===== src/sv/sipab_pkg.sv =====
package sipab_pkg;

  localparam int unsigned CHAR_W      = 8;
  localparam int unsigned CFG_IDX_W   = 2;
  localparam int unsigned CFG_DATA_W  = 64;
  localparam int unsigned BASE_LEN_W  = 5;
  localparam int unsigned DIGIT_W     = 4;
  localparam int unsigned ALPHA_CHARS = 16;
  localparam int unsigned OUT_W       = 32;
  localparam int unsigned WIDE_W      = 64;

  // Configuration register indexes
  localparam logic [CFG_IDX_W-1:0] REG_ALPHA_LO = 2'd0;
  localparam logic [CFG_IDX_W-1:0] REG_ALPHA_HI = 2'd1;
  localparam logic [CFG_IDX_W-1:0] REG_BASE_LEN = 2'd2;

  localparam logic [CHAR_W-1:0] CH_PLUS  = 8'h2B;
  localparam logic [CHAR_W-1:0] CH_MINUS = 8'h2D;
  localparam logic [CHAR_W-1:0] CH_SPACE = 8'h20;
  localparam logic [CHAR_W-1:0] CH_TAB   = 8'h09;
  localparam logic [CHAR_W-1:0] CH_LF    = 8'h0A;
  localparam logic [CHAR_W-1:0] CH_VT    = 8'h0B;
  localparam logic [CHAR_W-1:0] CH_FF    = 8'h0C;
  localparam logic [CHAR_W-1:0] CH_CR    = 8'h0D;
  localparam logic [CHAR_W-1:0] CH_NUL   = 8'h00;

  localparam logic [BASE_LEN_W-1:0] MIN_BASE_LEN = 5'd2;

  // One classified character
  typedef struct packed {
    logic               last;
    logic               space;
    logic               plus;
    logic               minus;
    logic               is_digit;
    logic [DIGIT_W-1:0] digit;
  } item_t;

  // Configuration seen by the back end
  typedef struct packed {
    logic [BASE_LEN_W-1:0] radix;
    logic                  base_valid;
  } cfg_t;

endpackage


===== src/sv/sipab_front.sv =====
module sipab_front import sipab_pkg::*; #(
  parameter int unsigned MAX_BASE_LENGTH = 16
) (
  input  logic                  clk_i,
  input  logic                  rst_ni,
  input  logic                  cfg_valid_i,
  output logic                  cfg_ready_o,
  input  logic [CFG_IDX_W-1:0]  cfg_index_i,
  input  logic [CFG_DATA_W-1:0] cfg_data_i,
  input  logic                  in_valid_i,
  output logic                  in_ready_o,
  input  logic [CHAR_W-1:0]     char_in_i,
  input  logic                  is_last_i,
  output logic                  item_valid_o,
  input  logic                  item_ready_i,
  output item_t                 item_o,
  output cfg_t                  cfg_o
);

  logic [CFG_DATA_W-1:0] alpha_lo_q, alpha_hi_q;
  logic [BASE_LEN_W-1:0] radix_q;
  logic                  base_valid_q, base_valid_d;
  logic [2*CFG_DATA_W-1:0] alpha;
  logic                  len_ok;

  assign cfg_ready_o = 1'b1;
  assign alpha       = {alpha_hi_q, alpha_lo_q};
  assign len_ok      = radix_q <= BASE_LEN_W'(MAX_BASE_LENGTH);

  always_ff @(posedge clk_i or negedge rst_ni) begin
    if (!rst_ni) begin
      alpha_lo_q   <= '0;
      alpha_hi_q   <= '0;
      radix_q      <= '0;
      base_valid_q <= 1'b0;
    end else begin
      base_valid_q <= base_valid_d;
      if (cfg_valid_i) begin
        unique case (cfg_index_i)
          REG_ALPHA_LO: alpha_lo_q <= cfg_data_i;
          REG_ALPHA_HI: alpha_hi_q <= cfg_data_i;
          REG_BASE_LEN: radix_q <= cfg_data_i[BASE_LEN_W-1:0];
          default: ;
        endcase
      end
    end
  end

  // Alphabet check: length in range, no NUL or sign, no duplicate among used chars
  always_comb begin
    logic bad;
    bad = (radix_q < MIN_BASE_LEN) || !len_ok;
    for (int i = 0; i < MAX_BASE_LENGTH; i++) begin
      if (BASE_LEN_W'(i) < radix_q) begin
        if (alpha[8*i +: 8] == CH_NUL || alpha[8*i +: 8] == CH_PLUS ||
            alpha[8*i +: 8] == CH_MINUS) begin
          bad = 1'b1;
        end
        for (int j = i + 1; j < MAX_BASE_LENGTH; j++) begin
          if (BASE_LEN_W'(j) < radix_q && alpha[8*j +: 8] == alpha[8*i +: 8]) begin
            bad = 1'b1;
          end
        end
      end
    end
    base_valid_d = !bad;
  end

  // Parallel digit match, lowest position wins
  always_comb begin
    logic               found;
    logic [DIGIT_W-1:0] pos;
    found = 1'b0;
    pos   = '0;
    for (int i = 0; i < MAX_BASE_LENGTH; i++) begin
      if (!found && len_ok && BASE_LEN_W'(i) < radix_q &&
          alpha[8*i +: 8] == char_in_i) begin
        found = 1'b1;
        pos   = DIGIT_W'(i);
      end
    end
    item_o.is_digit = found;
    item_o.digit    = pos;
    item_o.last     = is_last_i;
    item_o.plus     = char_in_i == CH_PLUS;
    item_o.minus    = char_in_i == CH_MINUS;
    item_o.space    = char_in_i == CH_SPACE || char_in_i == CH_TAB ||
                      char_in_i == CH_LF || char_in_i == CH_VT ||
                      char_in_i == CH_FF || char_in_i == CH_CR;
  end

  assign item_valid_o = in_valid_i;
  assign in_ready_o   = item_ready_i;

  assign cfg_o.radix      = radix_q;
  assign cfg_o.base_valid = base_valid_q;

endmodule


===== src/sv/sipab_queue.sv =====
module sipab_queue import sipab_pkg::*; (
  input  logic  clk_i,
  input  logic  rst_ni,
  input  logic  push_valid_i,
  output logic  push_ready_o,
  input  item_t push_item_i,
  output logic  pop_valid_o,
  input  logic  pop_ready_i,
  output item_t pop_item_o
);

  item_t       mem_q [2];
  logic        wr_ptr_q, rd_ptr_q;
  logic [1:0]  count_q;
  logic        push, pop;

  assign push_ready_o = count_q != 2'd2;
  assign pop_valid_o  = count_q != 2'd0;
  assign pop_item_o   = mem_q[rd_ptr_q];
  assign push         = push_valid_i && push_ready_o;
  assign pop          = pop_valid_o && pop_ready_i;

  always_ff @(posedge clk_i) begin
    if (push) begin
      mem_q[wr_ptr_q] <= push_item_i;
    end
  end

  always_ff @(posedge clk_i or negedge rst_ni) begin
    if (!rst_ni) begin
      wr_ptr_q <= 1'b0;
      rd_ptr_q <= 1'b0;
      count_q  <= 2'd0;
    end else begin
      if (push) wr_ptr_q <= ~wr_ptr_q;
      if (pop)  rd_ptr_q <= ~rd_ptr_q;
      if (push && !pop) begin
        count_q <= count_q + 2'd1;
      end else if (pop && !push) begin
        count_q <= count_q - 2'd1;
      end
    end
  end

endmodule


===== src/sv/sipab_back.sv =====
module sipab_back import sipab_pkg::*; #(
  parameter int unsigned VALUE_WIDTH = 32
) (
  input  logic             clk_i,
  input  logic             rst_ni,
  input  logic             item_valid_i,
  output logic             item_ready_o,
  input  item_t            item_i,
  input  cfg_t             cfg_i,
  output logic             out_valid_o,
  input  logic             out_ready_i,
  output logic [OUT_W-1:0] value_o,
  output logic             base_valid_o
);

  localparam logic [1:0] PhSpace  = 2'd0;
  localparam logic [1:0] PhSign   = 2'd1;
  localparam logic [1:0] PhDigit  = 2'd2;
  localparam logic [1:0] PhFrozen = 2'd3;

  logic [1:0]             phase_q, phase_d;
  logic                   neg_q, neg_d;
  logic [VALUE_WIDTH-1:0] acc_q, acc_d, prod, signed_v;
  logic [WIDE_W-1:0]      wide;
  logic                   pop;
  logic                   out_valid_q;
  logic [OUT_W-1:0]       value_q;
  logic                   base_valid_q;

  assign prod = acc_q * VALUE_WIDTH'(cfg_i.radix);

  always_comb begin
    phase_d = phase_q;
    neg_d   = neg_q;
    acc_d   = acc_q;
    if (phase_d == PhSpace && !item_i.space) phase_d = PhSign;
    if (phase_d == PhSign) begin
      if (item_i.minus) begin
        neg_d = ~neg_q;
      end else if (!item_i.plus) begin
        phase_d = PhDigit;
      end
    end
    if (phase_d == PhDigit) begin
      if (item_i.is_digit) begin
        acc_d = prod + VALUE_WIDTH'(item_i.digit);
      end else begin
        phase_d = PhFrozen;
      end
    end
  end

  assign signed_v = neg_d ? (~acc_d + VALUE_WIDTH'(1)) : acc_d;
  assign wide     = WIDE_W'(signed_v);

  // only a last character needs the output slot
  assign item_ready_o = !item_i.last || !out_valid_q || out_ready_i;
  assign pop          = item_valid_i && item_ready_o;

  always_ff @(posedge clk_i or negedge rst_ni) begin
    if (!rst_ni) begin
      phase_q     <= PhSpace;
      neg_q       <= 1'b0;
      acc_q       <= '0;
      out_valid_q <= 1'b0;
    end else begin
      if (pop) begin
        if (item_i.last) begin
          phase_q <= PhSpace;
          neg_q   <= 1'b0;
          acc_q   <= '0;
        end else begin
          phase_q <= phase_d;
          neg_q   <= neg_d;
          acc_q   <= acc_d;
        end
      end
      if (pop && item_i.last) begin
        out_valid_q <= 1'b1;
      end else if (out_ready_i) begin
        out_valid_q <= 1'b0;
      end
    end
  end

  always_ff @(posedge clk_i) begin
    if (pop && item_i.last) begin
      value_q      <= cfg_i.base_valid ? wide[OUT_W-1:0] : '0;
      base_valid_q <= cfg_i.base_valid;
    end
  end

  assign out_valid_o  = out_valid_q;
  assign value_o      = value_q;
  assign base_valid_o = base_valid_q;

endmodule


===== src/sv/signed_integer_parse_any_base_unit.sv =====
// Channel   Handshake                 Payload
// cfg       cfg_valid_i/cfg_ready_o   cfg_index_i, cfg_data_i
// in        in_valid_i/in_ready_o     char_in_i, is_last_i
// out       out_valid_o/out_ready_i   value_o, base_valid_o
//
// One character per cycle while the output is not stalled; a result is offered
// once its last character has passed front classify (in the accept cycle), the
// two-entry queue and the back multiply-add into the result register.
// Throughput is set by the single multiply-add in the back end.
// Async active-low reset clears parser state, queue and config registers.
// Characters keep flowing while a result waits; only a last character stalls
// behind an untaken result, and the queue then fills after two requests.
module signed_integer_parse_any_base_unit import sipab_pkg::*; #(
  parameter int unsigned MAX_BASE_LENGTH = 16,
  parameter int unsigned VALUE_WIDTH     = 32
) (
  input  logic                  clk_i,
  input  logic                  rst_ni,
  input  logic                  cfg_valid_i,
  output logic                  cfg_ready_o,
  input  logic [CFG_IDX_W-1:0]  cfg_index_i,
  input  logic [CFG_DATA_W-1:0] cfg_data_i,
  input  logic                  in_valid_i,
  output logic                  in_ready_o,
  input  logic [CHAR_W-1:0]     char_in_i,
  input  logic                  is_last_i,
  output logic                  out_valid_o,
  input  logic                  out_ready_i,
  output logic signed [OUT_W-1:0] value_o,
  output logic                  base_valid_o
);

  item_t            front_item, back_item;
  logic             front_valid, front_ready;
  logic             back_valid, back_ready;
  cfg_t             cfg;
  logic [OUT_W-1:0] value;

  sipab_front #(
    .MAX_BASE_LENGTH(MAX_BASE_LENGTH)
  ) u_front (
    .clk_i,
    .rst_ni,
    .cfg_valid_i,
    .cfg_ready_o,
    .cfg_index_i,
    .cfg_data_i,
    .in_valid_i,
    .in_ready_o,
    .char_in_i,
    .is_last_i,
    .item_valid_o (front_valid),
    .item_ready_i (front_ready),
    .item_o       (front_item),
    .cfg_o        (cfg)
  );

  sipab_queue u_queue (
    .clk_i,
    .rst_ni,
    .push_valid_i (front_valid),
    .push_ready_o (front_ready),
    .push_item_i  (front_item),
    .pop_valid_o  (back_valid),
    .pop_ready_i  (back_ready),
    .pop_item_o   (back_item)
  );

  sipab_back #(
    .VALUE_WIDTH(VALUE_WIDTH)
  ) u_back (
    .clk_i,
    .rst_ni,
    .item_valid_i (back_valid),
    .item_ready_o (back_ready),
    .item_i       (back_item),
    .cfg_i        (cfg),
    .out_valid_o,
    .out_ready_i,
    .value_o      (value),
    .base_valid_o
  );

  assign value_o = signed'(value);

endmodule


===== config.mk =====
export PLATFORM = sky130hd
export DESIGN_NAME = signed_integer_parse_any_base_unit
export DESIGN_NICKNAME = d
export VERILOG_FILES = /design/src/sv/sipab_pkg.sv /design/src/sv/sipab_front.sv /design/src/sv/sipab_queue.sv /design/src/sv/sipab_back.sv /design/src/sv/signed_integer_parse_any_base_unit.sv
export SDC_FILE = /design/constraint.sdc
export NUM_CORES = 2
export LEC_CHECK = 0
export ABC_CLOCK_PERIOD_IN_PS = 18300
export BUFFER_PORTS_ARGS = -buffer_cell sky130_fd_sc_hd__buf_2
export CAP_MARGIN = 40
export CORE_UTILIZATION = 36
export DETAILED_ROUTE_END_ITERATION = 8
export PLACE_DENSITY = 0.59
export SYNTH_ARGS = -nofsm -noshare
export SYNTH_HDL_FRONTEND = slang
export SYNTH_SLANG_ARGS = --single-unit

===== constraint.sdc =====
create_clock -name clk_i -period 18.3 [get_ports clk_i]
set_input_delay 3.66 -clock clk_i [delete_from_list [all_inputs] [get_ports clk_i]]
set_output_delay 3.66 -clock clk_i [all_outputs]
set_load 0.05 [all_outputs]

==> After elaboration in Yosys (flattened, before gate mapping) <==
Memory sizes are Yosys's and may differ from the RTL's.
Index checks and enable logic that the tools add are counted.
{ "classes": {"bitwise_logic": 4, "eq_ne": 181, "mul": 1, "magnitude_cmp": 18, "reduce_logical": 259, "add_sub_neg": 4, "mux": 203} }
{ "op_table": {"columns": ["operator", "count"], "rows": [
  ["$eq A8 B8 Y1", 136],
  ["$eq A8 B6 Y1 const B", 35],
  ["$mux W1", 176],
  ["$logic_and A1 B1 Y1", 173],
  ["$logic_not A8 Y1", 16],
  ["$mux W32", 4],
  ["$eq A8 B4 Y1 const B", 5],
  ["$logic_or A1 B1 Y1", 40],
  ["$lt A4 B5 Y1 const A", 8],
  ["$add A32 B1 Y32 const B", 1],
  ["$add A32 B4 Y32", 1],
  ["$mul A32 B5 Y32", 1],
  ["$mux W4", 8],
  ["$not A32 Y32", 1],
  ["$logic_not A1 Y1", 22],
  ["$mux W2", 11],
  ["$lt A3 B5 Y1 const A", 4],
  ["$mux W3", 4],
  ["$lt A1 B5 Y1 const A", 2],
  ["$lt A2 B5 Y1 const A", 2],
  ["$reduce_and A2 Y1", 3],
  ["$reduce_bool A2 Y1", 3],
  ["$le A5 B5 Y1 const B", 1],
  ["$lt A5 B2 Y1 const B", 1],
  ["7 further kinds", 12]
]} }
{ "totals": {"word_cells": 684, "ramBits": 18, "memories": 1, "output_inout_bits": 36, "in_bits": 80, "register_bits": 207} }
{ "mem_list": {"columns": ["name", "depth", "width", "read_ports", "rd_ports_with_merged_regs", "wr", "line_no", "source"], "rows": [
  ["u_queue.mem_q", 2, 9, 1, 0, 1, "sipab_queue.sv:12", "item_t mem_q [2];"]
]} }

==> Logic depth before layout (Yosys ltp) <==
{ "depth": {"word_depth": 156, "mapped_depth": 23, "ltp_nobuf": 17} }

==> Modules after synthesis <==
A second synthesis with hierarchy kept.
{ "hier_totals": {"hier_cells": 3440, "area_unflattened_um2": 30038.8} }
{ "by_module_without_submodules": {"columns": ["mod", "seq_area_each_um2", "cells_per_inst", "area_each_um2", "instances"], "rows": [
  ["sipab_front", 3353.2, 2285, 19837.8, 1],
  ["sipab_back", 1891.8, 1109, 9340.2, 1],
  ["sipab_queue", 640.6, 46, 860.8, 1]
]} }

==> Worst setup path after synthesis <==
OpenSTA, ideal clock, no wires.
{ "synth_path": {"kind": "register to register", "start": "register u_front.radix_q[4]", "end": "register u_back.value_q[31] (netlist: u_back.value_o[31]) (data pin)", "t_required_ns": 18.039, "setup_ns": 0.261, "arrival_time_ns": 6.262, "synth_period_minus_slack_ns": 6.523, "path_buffers": 6, "path_stages_with_launch": 23, "slack_ns": 11.777, "cell_sequence": "dfrtp_1 -> clkbuf_1 -> clkbuf_1 -> buf_1 -> buf_1 -> clkbuf_1 -> clkbuf_1 -> nand2_1 -> fa_1 -> fa_1 -> inv_1 -> fa_1 -> ha_1 -> and2_1 -> a221o_1 -> a211oi_2 -> a2111oi_0 -> or3b_1 -> nor2_1 -> o211ai_1 -> nor4_1 -> a2111oi_0 -> a311o_1"} }
{ "synth_via": {"elab_chain_cells": 7} }
{ "synth_rtl": {"columns": ["element", "line_no", "source"], "rows": [
  ["start, declared", "sipab_front.sv:21", "logic [BASE_LEN_W-1:0] radix_q;"],
  ["start signal, assigned", "sipab_front.sv:42", "REG_BASE_LEN: radix_q <= cfg_data_i[BASE_LEN_W-1:0];"],
  ["$mul A32 B5 Y32 (*)", "sipab_back.sv:30", "assign prod = acc_q * VALUE_WIDTH'(cfg_i.radix);"],
  ["$add A32 B4 Y32 (*)", "sipab_back.sv:46", "acc_d = prod + VALUE_WIDTH'(item_i.digit);"],
  ["$mux W32 (*)", "sipab_back.sv:45", "if (item_i.is_digit) begin"],
  ["$mux W32 (*)", "sipab_back.sv:44", "if (phase_d == PhDigit) begin"],
  ["$not A32 Y32", "sipab_back.sv:53", "assign signed_v = neg_d ? (~acc_d + VALUE_WIDTH'(1)) : acc_d;"],
  ["$add A32 B1 Y32", "sipab_back.sv:53", null],
  ["$mux W32 (*)", "sipab_back.sv:53", null],
  ["end signal, assigned", "sipab_back.sv:88", "value_q <= cfg_i.base_valid ? wide[OUT_W-1:0] : '0;"],
  ["end, declared", "sipab_back.sv:27", "logic [OUT_W-1:0] value_q;"]
]} }
Every way passes the cells marked *; elsewhere a longest branch is shown, timed or not.
A chain may end at the register's enable or synchronous reset.

==> Worst setup path after layout <==
{ "layout_path": {"start": "register u_front.radix_q[2]", "end": "register u_back.value_q[31] (netlist: u_back.value_o[31]) (data pin)"} }
Same word-level chain as after synthesis.

==> results_dict.tcl <==
set metrics [dict create \
    status "finished clean" \
    postCtsSetupBuffers 0 \
    first_pass_iters 5 \
    holdBufCountCts 0 \
    grt_max_degree 65 \
    ios 116 \
    path_max_fanout 30 \
    total_leakage_power_nw 12.0 \
    antenna_found_initial 4 \
    place_area_mm2 0.0310 \
    slew_viol_final 0 \
    vias_per_cell 5.92 \
    cts_buffers 27 \
    critical_path.max_stage_delay_ps 610 \
    hold_path.class "register to register" \
    h-tree-depth 1 \
    synth_top_area_cell "xnor2_1" \
    grt_util_all_layers_pct 27.0 \
    grt_pass1_vias 25000 \
    netSwitchingFraction_pct 51.0 \
    cts_buffer_depth 3 \
    crit_slowest_cell "dfrtp_1" \
    stdcell_count 4367 \
    yosys-top-cells-area "xnor2_1 (21%), dfrtp_1 (15%), xor2_1 (14%)" \
    post-place-ws_ps 11940 \
    num_antenna_cells 0 \
    routedWlPerCell_um 25.7 \
    yosys_warnings 0 \
    crit_cells 17 \
    drt_iter0_drc 2781 \
    synth_cell_types 86 \
    p_per_area_mw_per_mm2 123 \
    grt_pass1_wl_um 168000 \
    power_frac_comb_pct 63.7 \
    crit_end "u_back.value_o[31]" \
    grt.overflow.total 0 \
    synth.top_cell.area_share_pct 20.9 \
    fin_ws_ps 11820 \
    dr_wl_met2_um 49800 \
    dp_cells 4317 \
    synth_cells 3346 \
    worstSetupPathType "register to register" \
    maxCapViolCount 0 \
    synth_edf_count 51 \
    slew_headroom_pct 42.0 \
    clkPwrFrac_pct 14.4 \
    worst_setup_path_start_kind "register" \
    path_delay_family "compound AO/OA/AOI/OAI gates" \
    clkSlewWorstSetupHoldPaths_ps 60 \
    globalplace.congestion 1.04 \
    final_nets 3526 \
    syn_to_final_growth_pct 9.78 \
    synth_seq_cells 225 \
    fin_area_mm2 0.0319 \
    reg2regPathDepth 17 \
    yosys_most_used_dff "dfrtp_1" \
    drt-met1-wl_um 45300 \
    fmax_mhz 154 \
    min_period_over_period_pct 35.4 \
    rows 103 \
    setup_tns_ps 0 \
    portBuffers 114 \
    core_mm2 0.0794 \
    yosysSeqAreaShare_pct 20.3 \
    clock-root-buffer "clkbuf_16" \
    worstMarginPinSlew_ps 862 \
    pwr-share-seq_pct 21.9 \
    ant_nets 0 \
    ff2ff_setup_slack_ps 11820 \
    crit_top_cell "fa_1" \
    ctsResizeCount 0 \
    syn_nets 3576 \
    startpoint "u_front.radix_q[2]" \
    cts_tree "built" \
    die_h_um 286 \
    die_area_mm2 0.0819 \
    clkLatencyLatePin_ps 610 \
    critPathRequiredTime_ps 18640 \
    clock_skew_ps 27.7 \
    start_util_pct 36.6 \
    clkSinkCount 225 \
    worst_setup_path_end_kind "register" \
    cp_cell_sequence "buf_4 > nand2_1 > fa_1 > fa_1 > inv_1 > fa_1 > ha_1 > o211ai_1 > nand2_1 > o21ai_0 > a21boi_0 > o41ai_1 > xor2_1 > o211ai_1 > nor4_1 > a2111oi_0 > a311o_1" \
    ir_worst_vdd_mv 0.0903 \
    vias 25900 \
    drc_errors 0 \
    dp_hpwl_um 76900 \
    met3_wirelength_um 11200 \
    hold_viol_final 0 \
    syn_area_mm2 0.0291 \
    reg2reg_from "u_front.radix_q[2]" \
    drive_gt1_share_pct 14.8 \
    synthMostInstantiatedCell "xnor2_1" \
    rsz0062_at_grt "no" \
    p_int_mw 1.92 \
    fillers 8068 \
    arrival_ps 6820 \
    syn-mean-instance-area_um2 8.68 \
    r2r_end "u_back.value_o[31]" \
    top_layer_used "met5" \
    dieWidth_um 286 \
    synthArstFlopShare_pct 77.3 \
    finalWirelength_um 112000 \
    finalSetupViolCount 0 \
    min_period_ps 6480 \
    yosys-top-cells-count "xnor2_1 (693), xor2_1 (466), clkbuf_1 (251)" \
    p_total_mw 3.93 \
    crit_buf_inv 2 \
    power.switching_mw 2.01 \
]
[worst min path at each step]
| stage | cells past startpoint | endpoint | slack, ps | startpoint |
|---|---|---|---|---|
| finish | 1 | u_queue.wr_ptr_q | 490 | u_queue.wr_ptr_q |
| global route | 1 | u_front.alpha_hi_q[38] | 520 | u_front.alpha_hi_q[38] |
| floorplan | 1 | u_queue.wr_ptr_q | 460 | u_queue.wr_ptr_q |
| global placement | 1 | u_queue.wr_ptr_q | 480 | u_queue.wr_ptr_q |
| detailed placement | 1 | u_queue.wr_ptr_q | 480 | u_queue.wr_ptr_q |
| CTS | 1 | u_queue.wr_ptr_q | 490 | u_queue.wr_ptr_q |
[cells in the final DEF (no fill, tap or decap), types with 11 or more instances in the layout]
cell | Yosys | layout
xnor2_1 | 693 | 692
xor2_1 | 466 | 466
nand4_1 | 176 | 176
dfrtp_1 | 174 | 173
nand2_1 | 160 | 160
buf_4 | 2 | 152
mux2_2 | 139 | 139
nor4_1 | 138 | 138
buf_2 | 3 | 115
inv_1 | 103 | 103
nor2_1 | 98 | 97
fa_1 | 86 | 86
nor3_1 | 84 | 84
and2_1 | 74 | 74
a21oi_1 | 68 | 68
ha_1 | 64 | 64
nand3_1 | 53 | 53
edfxtp_1 | 51 | 51
a31oi_1 | 47 | 47
o21ai_0 | 42 | 41
clkbuf_16 | 0 | 28
or4_1 | 26 | 26
a22o_1 | 22 | 22
mux2i_1 | 16 | 16
o22ai_1 | 13 | 12
or3_1 | 11 | 11
o31ai_1 | 11 | 11
[worst register-to-register path, cell delays in order, from the launching register on]
cell	delay, ps
dfrtp_1	610
buf_4	410
nand2_1	150
fa_1	510
fa_1	540
inv_1	50
fa_1	450
ha_1	350
o211ai_1	420
nand2_1	210
o21ai_0	260
a21boi_0	210
o41ai_1	600
xor2_1	300
o211ai_1	210
nor4_1	470
a2111oi_0	180
a311o_1	300
[layout make-up]
class                   count  area (um2)  share of cell area (%)
repair buffers            277        1940                    6.09
inverters                 103         387                    1.21
clock inverters            10         101                   0.318
well taps                1050        1310                    4.12
clock buffers              40         816                    2.56
flip-flops and latches    225        5890                    18.5
multi-input cells        2662       21400                    67.2
[cell families (layout without fill, tap and decap cells)]
logic type	count (synthesis)	after routing	synth area share, %
xor+xnor	1159	1159	34.9
simple gates	877	877	16.4
buf+inv	459	430	6.02
compound gates	317	317	7.64
flops	225	225	20.3
mux	158	158	6.08
fa+ha+maj	150	150	8.68
other cells	1	1	0.0129
[per-stage QoR]
| stage | hold WS, ps | utilization (%) |
|---|---|---|
| 2_1_floorplan | 460 | - |
| 3_3_place_gp | 479 | 38.7 |
| 3_5_place_dp | 485 | 39.0 |
| 4_1_cts | 493 | 40.2 |
| 5_1_grt | 523 | 40.2 |
| 6_report | 490 | 40.2 |
[state kept, by name (all words and copies together), names as in the netlist, 2 cells and up]
| signal | flops |
|---|---|
| u_back.acc_q | 32 |
| u_front.radix_q | 5 |
| u_front.alpha_lo_q | 64 |
| u_back.value_o | 32 |
| u_queue.count_q | 2 |
| u_queue.mem_q | 18 |
| u_back.phase_q | 2 |
| u_front.alpha_hi_q | 64 |
[power groups by stage]
stage	Combinational [mW]	Clock (mW)	Sequential [mW]
floorplan	1.74	0	0.843
detailed placement	2.46	0	0.861
CTS	2.47	0.585	0.853
finish	2.50	0.566	0.860
global placement	2.39	0	0.873
global route	2.67	0.598	0.871
[metal layers]
| metal | vias up | GRT usage (%) |
|---|---|---|
| met3 | 352 | 5.74 |
| met4 | 6 | 12.4 |
| met2 | 1556 | 42.2 |
| met1 | 12700 | 35.5 |
| li1 | 11300 | - |
| met5 | - | 0 |
(Power assumes the default switching activity.)
